===== config.mk =====
export PLATFORM = sky130hd
export DESIGN_NAME = tvms_ram
export DESIGN_NICKNAME = d
export VERILOG_FILES = /design/src/rtl/tvms_ram.sv
export SDC_FILE = /design/constraint.sdc
export NUM_CORES = 1
export LEC_CHECK = 0
export BUFFER_PORTS_ARGS = -buffer_cell sky130_fd_sc_hd__buf_2
export CORE_MARGIN = 1
export CORE_UTILIZATION = 37
export DETAILED_ROUTE_END_ITERATION = 8
export HOLD_SLACK_MARGIN = 0.1
export MAX_ROUTING_LAYER = met4
export SLEW_MARGIN = 5
export SYNTH_ARGS = -nofsm -noshare
export SYNTH_HDL_FRONTEND = slang
export SYNTH_SLANG_ARGS = --single-unit

===== constraint.sdc =====
create_clock -name clk -period 1.9 [get_ports clk]
set_input_delay 0.095 -clock clk [delete_from_list [all_inputs] [get_ports clk]]
set_output_delay 0.095 -clock clk [all_outputs]
set_load 0.1 [all_outputs]

===== src/rtl/tvms_ram.sv =====
// Generic single-port-write, single-port-read RAM with registered read data.
module tvms_ram #(
  parameter int WIDTH = 8,
  parameter int DEPTH = 16
) (
  input  logic                     clk,
  input  logic                     we,
  input  logic [$clog2(DEPTH)-1:0] waddr,
  input  logic [WIDTH-1:0]         wdata,
  input  logic                     re,
  input  logic [$clog2(DEPTH)-1:0] raddr,
  output logic [WIDTH-1:0]         rdata
);

  logic [WIDTH-1:0] mem [DEPTH];

  // Write port and registered read port; read data holds between reads.
  always_ff @(posedge clk) begin
    if (we) begin
      mem[waddr] <= wdata;
    end
    if (re) begin
      rdata <= mem[raddr];
    end
  end

endmodule


-- Word-level counts from Yosys, hierarchy flattened
Memories as Yosys holds them, arrays and structs flattened. A register that Yosys moved wholly into a read port is not among the register bits.
Index checks and enable logic that the tools add are counted.
- memories kept: 1
- RAM bits: 128
- word-level logic and storage cells: 3
- flip-flop bits (word level): 0
- memory list (memory ; words ; width ; rd ports ; clocked after Yosys merged registers in ; write ports ; RTL line ; RTL):
    mem ; 16 ; 8 ; 1 ; 1 ; 1 ; 15 ; logic [WIDTH-1:0] mem [DEPTH];
- muxes and demuxes: 2
- operators by type and width (cell ; count):
    1-bit two-way mux ; 2

-- Longest topological paths before layout
Gate-level depths: netlist (run 1).
- depth in word-level cells: 2
- depth in mapped cells: 5

-- Least setup slack after synthesis (run 1)
Ideal clock, no wire load.
- kind: input to register
- from: in waddr[2]
- to: mem mem[0][0] (enable)
- setup slack: 0.312 ns
- data arrival time: 1.205 ns
- cell stages on the path: 2
- data required time: 1.517 ns
- cells stage by stage: or3b_2 nor3_1
- RTL lines (element ; RTL line ; RTL):
    from (decl) ; 8 ; input logic [$clog2(DEPTH)-1:0] waddr,
    to (decl) ; 15 ;
Straight into the memory's write port.

==> results by group, run 1 <==
Run status
  • Status: finished, final reports clean

Worst setup path
  • Crit end category: register
  • Kind of start point of the critical path: register
  • Critical-path maximum fanout: 1
  • Critical path class: register to register
  • WP data required: 2.05 ns
  • Worst Path Arrival: 1.58 ns

STA
  • Worst hold slack: 0.114 ns
  • Setup_tns: 0 ns
  • Least-Margin Pin Slew: 0.498 ns
  • RSZ-0062 raised after global routing: false
  • Max Freq: 701 MHz
  • Final Hold Vio Count: 0
  • Slew Limit Fails: 0
  • Minimum clock period: 1.43 ns
  • Slew HR: 67.0%
  • Setup WS post-layout: 0.473 ns
  • Setup violators final: 0
  • Crit share post-route: 75.1%
  • Worst Skew: 0.00580 ns

Route
  • Detailed-route via count: 2493
  • DR DRC count: 0
  • DRT iter0 DRCs: 180
  • Antenna-violating nets left: 0
  • WL final: 9.77 mm
  • Vias per cell: 5.14
  • DRT Pass-1 Iters: 4
  • Per-cell routed wire length: 20.1 um

Synthesis
  • Top_reg_cell synth: edfxtp_1
  • Top-count cell post-synth: edfxtp_1
  • Yosys warnings: 0
  • Ys async rst share: 0%
  • Synth Register Bits: 136
  • Area share of the leading cell type in the synthesized netlist: 78.1%
  • Seq/Total Area, Yosys: 78.1%
  • Number of synthesized flops with an enable pin: 136
  • Post-synth cell types: 18
  • Mapped Area: 5230 um2
  • Post-Syn Nets: 248
  • Synth top area cells: edfxtp_1 78%, mux4_2 7.8%, mux4_1 7.0%
  • Mean Syn Cell Area: 22.8 um2
  • Post-Synthesis Cells: 229
  • Post-synth top area cell: edfxtp_1
  • Commonest cells in the netlist: 136 x edfxtp_1, 18 x mux4_2, 16 x a22oi_1

Placement
  • DP Worst Slack: 0.233 ns
  • Dpl hpwl: 6.50 mm
  • Placer Congestion: 0.736
  • Port Buffers: 26
  • Post-placement cell count: 447

Clock tree
  • Post-CTS Setup Bufs: 0
  • Num CTS Buffers: 17
  • CTS Hold Bufs: 8
  • Clk slew on worst S/H paths: 0.05 ns
  • Post-CTS resize count: 0
  • Root buffer cell: clkbuf_16
  • CTS Sinks: 136
  • Longest Clk Path Bufs: 2
  • CTS tree: yes
  • Worst-Skew Late Latency: 0.40 ns
  • CTS H-tree lvls: 4

Die
  • DIE HEIGHT: 121 um
  • Initial Util: 37.8%
  • Chip width: 121 um
  • I/O Pins: 27
  • Row count: 43
  • Core area: 13800 um2
  • Die Footprint: 14600 um2

Power and ir drop
  • Total Power: 6.62 mW
  • Pwr Density: 1060 nW/um2
  • Worst VDD drop: 699 uV
  • Static leakage: 2.11 nW

Global route
  • Initial antenna violation count: 1
  • Gr usage total: 15.4%
  • Number of global-route vias before repair: 2676
  • Largest net degree at the start of global routing: 23
  • First-pass GRT wire length: 15.2 mm
  • Total grt overflow: 0

Flow run
  • Max_cap viols: 0

Finish
  • P&R area growth vs syn: 19.7%
  • NumNets Final: 313
  • Register area: 4080 um2
  • Layout cell share with drive strength beyond 1: 28.6%
  • Fill cells: 1165
  • Post-Layout Cell Count: 485
  • Area of the multi-input gates: 1060 um2

Hold path
  • Hold Crit Class: primary input to register
worst paths after layout:
path                              endpoint       start  cells after the start  slack [ns]
worst min register to register    rdata[5]  mem[11][5]                      3        0.77
worst max register to register    rdata[5]   mem[2][5]                      3        0.47
worst max-delay path              rdata[5]   mem[2][5]                      3        0.47
worst min-delay path            mem[14][4]    wdata[4]                      1        0.11
worst max-delay path, stage by stage (launching register included):
cell and delay [ns]:
edfxtp_1 0.36, mux4_1 0.50, a22oi_1 0.24, nand2_1 0.08
cell families (layout without fill, tap and decap cells):
logic type,after synthesis,count (layout),share of synthesized area (%)
and+or+nand+nor,35,35,3.14
muxes,32,32,14.8
DFF,136,136,78.1
buffers and inverters,10,85,1.65
other,0,1,0
AOI/OAI and AO/OA,16,16,2.30
per-layer routing:
layer | track usage (%) | vias to the layer above | share of wire (%) | routed length (um)
li1 | - | 1112 | - | -
met1 | 19.9 | 1305 | 45 | 4420
met2 | 23.2 | 69 | 48 | 4700
met3 | 4.61 | 7 | 5.9 | 578
met4 | 5.79 | 0 | 0.78 | 76
met5 | - | - | 0 | 0
cells in the final DEF, fill, tap and decap left out:
master / n
nor2_1: 13
clkinv_1: 5
or3b_2: 1
clkinv_2: 2
a22oi_1: 16
edfxtp_1: 136
clkbuf_1: 4
dlygate4sd3_1: 8
nand3_1: 1
and2_1: 1
buf_4: 21
diode_2: 1
nand3b_1: 2
buf_2: 26
nor3_1: 4
clkbuf_16: 17
nor2b_1: 1
bufinv_16: 1
mux4_2: 18
and2b_1: 1
mux4_1: 14
buf_12: 1
nand2_1: 9
nand2b_1: 2
state kept, by name (all words and copies together) (netlist names):
| register | cells |
|---|---|
| mem | 128 |
| rdata | 8 |
per-stage QoR:
step / cell area (um2) / utilization, %
after floorplan: 5230 / -
after global placement: 5670 / 41.0
after detailed placement: 5670 / 41.0
after CTS: 6250 / 45.2
after global routing: 6260 / 45.2
final: 6260 / 45.2
cell type report:
| type | instances | area share, % |
|---|---|---|
| antenna | 1 | 0.0400 |
| clock buffer | 21 | 7.04 |
| clock inverter | 8 | 0.940 |
| multi-input combinational | 83 | 16.9 |
| sequential | 136 | 65.3 |
| tap | 180 | 3.60 |
| timing repair buffer | 56 | 6.20 |
power breakdown:
| group | total, mW | switching (mW) | leakage [nW] | internal [mW] |
|---|---|---|---|---|
| registers | 3.40 | 0.0173 | 1.24 | 3.38 |
| clock network | 2.79 | 1.05 | 0.244 | 1.74 |
| logic | 0.423 | 0.279 | 0.627 | 0.144 |
| total | 6.62 | 1.35 | 2.11 | 5.27 |
No activity file was read; power rests on OpenSTA's default activity.
==> run 2: changes to the inputs <==
==> constraint.sdc (replaced) <==
create_clock -name clk -period 1.4 [get_ports clk]
set_input_delay 0.07 -clock clk [delete_from_list [all_inputs] [get_ports clk]]
set_output_delay 0.07 -clock clk [all_outputs]
set_load 0.1 [all_outputs]
==> run 2 against run 1 <==
Compared with the run above:
- the flow now finishes with violations (negative setup slack)
- hold slack improved by 0.10 ns
- die area did not move
- highest routed layer unchanged
- power rose by 43%
==> results by group, run 2 (synthesis gave the netlist of run 1 again) <==
Finish
  • NumNets Final: 315 (+0.64%)
  • Commonest non-fill, non-tap cell in the layout: edfxtp_1
  • Top reg by flops: mem
  • Layout cell share with drive strength beyond 1: 38.3% (+9.7 points)
  • Largest registers: mem x128, rdata x8
  • P&R area growth vs syn: 22.5%
  • Finished layout cell area: 6400 um2 (+2.4%)
  • Commonest non-fill, non-tap cells in the layout: 136 x edfxtp_1, 27 x mux4_2, 26 x buf_2
  • Fill cells: 1149 (-1.4%)
  • Post-Layout Cell Count: 488 (+0.62%)
  • Inserted Diodes: 0 (-1)
  • Number of flip-flops in the largest register: 128 (unchanged)

Run status
  • Failing checks: negative setup slack
  • Status: complete, but fails checks

Clock tree
  • Longest Clk Path Bufs: 2 (unchanged)
  • Clk slew on worst S/H paths: 0.06 ns (about the same)
  • CTS H-tree lvls: 4 (unchanged)
  • Root buffer cell: clkbuf_16
  • Post-CTS Setup Bufs: 0 (unchanged)
  • Worst-Skew Late Latency: 0.41 ns (about the same)
  • CTS Sinks: 136 (unchanged)
  • Num CTS Buffers: 17 (unchanged)
  • CTS tree: yes

Placement
  • Port Buffers: 26 (unchanged)
  • Placer Congestion: 0.737 (+0.11%)
  • Post-placement cell count: 448 (+0.22%)
  • Dpl hpwl: 6.57 mm (+1.0%)
  • Dpl cell area: 5740 um2 (+1.1%)

Die
  • Core area: 13800 um2 (unchanged)
  • Die Footprint: 14600 um2 (unchanged)
  • Initial Util: 37.8% (unchanged)
  • DIE HEIGHT: 121 um (unchanged)
  • I/O Pins: 27 (unchanged)
  • Chip width: 121 um (unchanged)
  • Row count: 43 (unchanged)

Route
  • DRT Pass-1 Iters: 5 (+1)
  • DRT iter0 DRCs: 165 (-8.3%)
  • WL final: 10.3 mm (+5.3%)
  • DR DRC count: 0 (unchanged)
  • Detailed-route via count: 2496 (+0.12%)
  • Antenna-violating nets left: 0 (unchanged)
  • Per-cell routed wire length: 21.1 um (+4.7%)
  • Vias per cell: 5.11 (-0.50%)

STA
  • Slew HR: 40.4% (-27 points)
  • Least-Margin Pin Slew: 0.892 ns (+0.394 ns)
  • Slew Limit Fails: 0 (unchanged)
  • RSZ-0062 raised after global routing: true
  • Final Hold Vio Count: 0 (unchanged)
  • Minimum clock period: 1.44 ns (+0.0163 ns)
  • Max Freq: 693 MHz (-1.1%)
  • Setup violators final: 6 (+6)
  • Crit share post-route: 103% (+28 points)
  • Worst Skew: 0.00647 ns (+0.000676 ns)
  • Setup WS post-layout: -0.0434 ns (-0.516 ns)

Hold path
  • Hold Crit Start: waddr[1]
  • Worst Hold Path EP: mem[0][5]
  • Hold Crit Depth: 3 (+2)
  • Hold Crit Class: primary input to register

Global route
  • Number of global-route vias before repair: 2588 (-3.3%)
  • Gr usage total: 16.2% (+0.82 points)
  • Initial antenna violation count: 0 (-1)
  • Total grt overflow: 0 (unchanged)
  • First-pass GRT wire length: 16.0 mm (+4.9%)
  • Largest net degree at the start of global routing: 27 (+17%)

Worst setup path
  • Kind of start point of the critical path: register
  • Reg2reg path depth: 3 (unchanged)
  • Crit end category: register
  • Critical path class: register to register
  • Critical-path maximum fanout: 1 (unchanged)
  • Reg2Reg Capture Point: rdata[7]
  • RR Startpoint: mem[2][7]
  • WP data required: 1.55 ns (-0.50 ns)
  • Worst Path Arrival: 1.59 ns (about the same)
  • Reg2Reg Setup Slack: -0.04 ns (-0.52 ns)

Power and ir drop
  • Static leakage: 2.13 nW (+1.1%)
  • Worst VDD drop: 701 uV (+0.20%)
  • Pwr Density: 1470 nW/um2 (+39%)

Flow run
  • Max_cap viols: 0 (unchanged)
## run 2: changes by cell type in the layout (fill, tap and decap cells not counted), moves of 4 or more
cell and change:
a22oi_1 -10, a22oi_2 +10, buf_12 +4, clkbuf_1 -4, mux4_1 -9, mux4_2 +9
## run 2: through the flow
| step | TNS (ns) | hold WS (ns) | util (%) | setup slack (ns) | power, mW |
|---|---|---|---|---|---|
| floorplan | 0 | 0.169 | - | 0.0476 | 5.07 |
| global placement | -1.86 | 0.438 | 41.5 | -0.275 | 5.29 |
| detailed placement | -1.88 | 0.441 | 41.5 | -0.282 | 5.30 |
| CTS | -0.278 | 0.199 | 46.2 | -0.0664 | 9.53 |
| global route | -0.521 | 0.228 | 46.3 | -0.110 | 9.72 |
| finish | -0.183 | 0.216 | 46.3 | -0.0434 | 9.44 |
## run 2: power breakdown
part           internal (mW)  switching, mW  total (mW)
sequential              4.59         0.0251        4.61
combinational          0.227          0.410       0.637
clock                   2.59           1.60        4.19
## run 2: metal layers
layer / vias to the layer above / routed length, um / GRT usage (%)
met5: - / 0 / -
met4: 0 / 73 / 6.79
met3: 4 / 623 / 3.99
met2: 88 / 4920 / 23.7
met1: 1300 / 4680 / 21.9
li1: 1104 / - / -
## run 2: worst max path at each step
| stage | end | start | depth (start not counted) |
|---|---|---|---|
| floorplan | rdata[1] | raddr[0] | 5 |
| finish | rdata[7] | mem[2][7] | 3 |
| global route | rdata[7] | mem[2][7] | 3 |
| detailed placement | rdata[1] | raddr[0] | 6 |
| CTS | rdata[7] | mem[2][7] | 3 |
| global placement | rdata[1] | raddr[0] | 6 |
## run 2: layout make-up
class / instances / area, um2 / area share, %
sequential: 136 / 4080 / 63.8
multi-input combinational: 83 / 1080 / 16.9
timing repair buffer: 58 / 455 / 7.11
clock buffer: 17 / 425 / 6.64
tap: 180 / 225 / 3.52
clock inverter: 14 / 134 / 2.09
## run 2: timing repair
item / in CTS / in global routing
pin swaps: 6 / 1
endpoints found under the hold margin: 136 / 0
endpoints found under the setup margin: 8 / 8
resized for setup: 15 / 5
hold buffers: 9 / 0
## run 2: critical path, cell delays in order, from the launching register on
cell and delay (ns):
edfxtp_1 0.36, mux4_2 0.48, a22oi_2 0.23, nand2_1 0.10
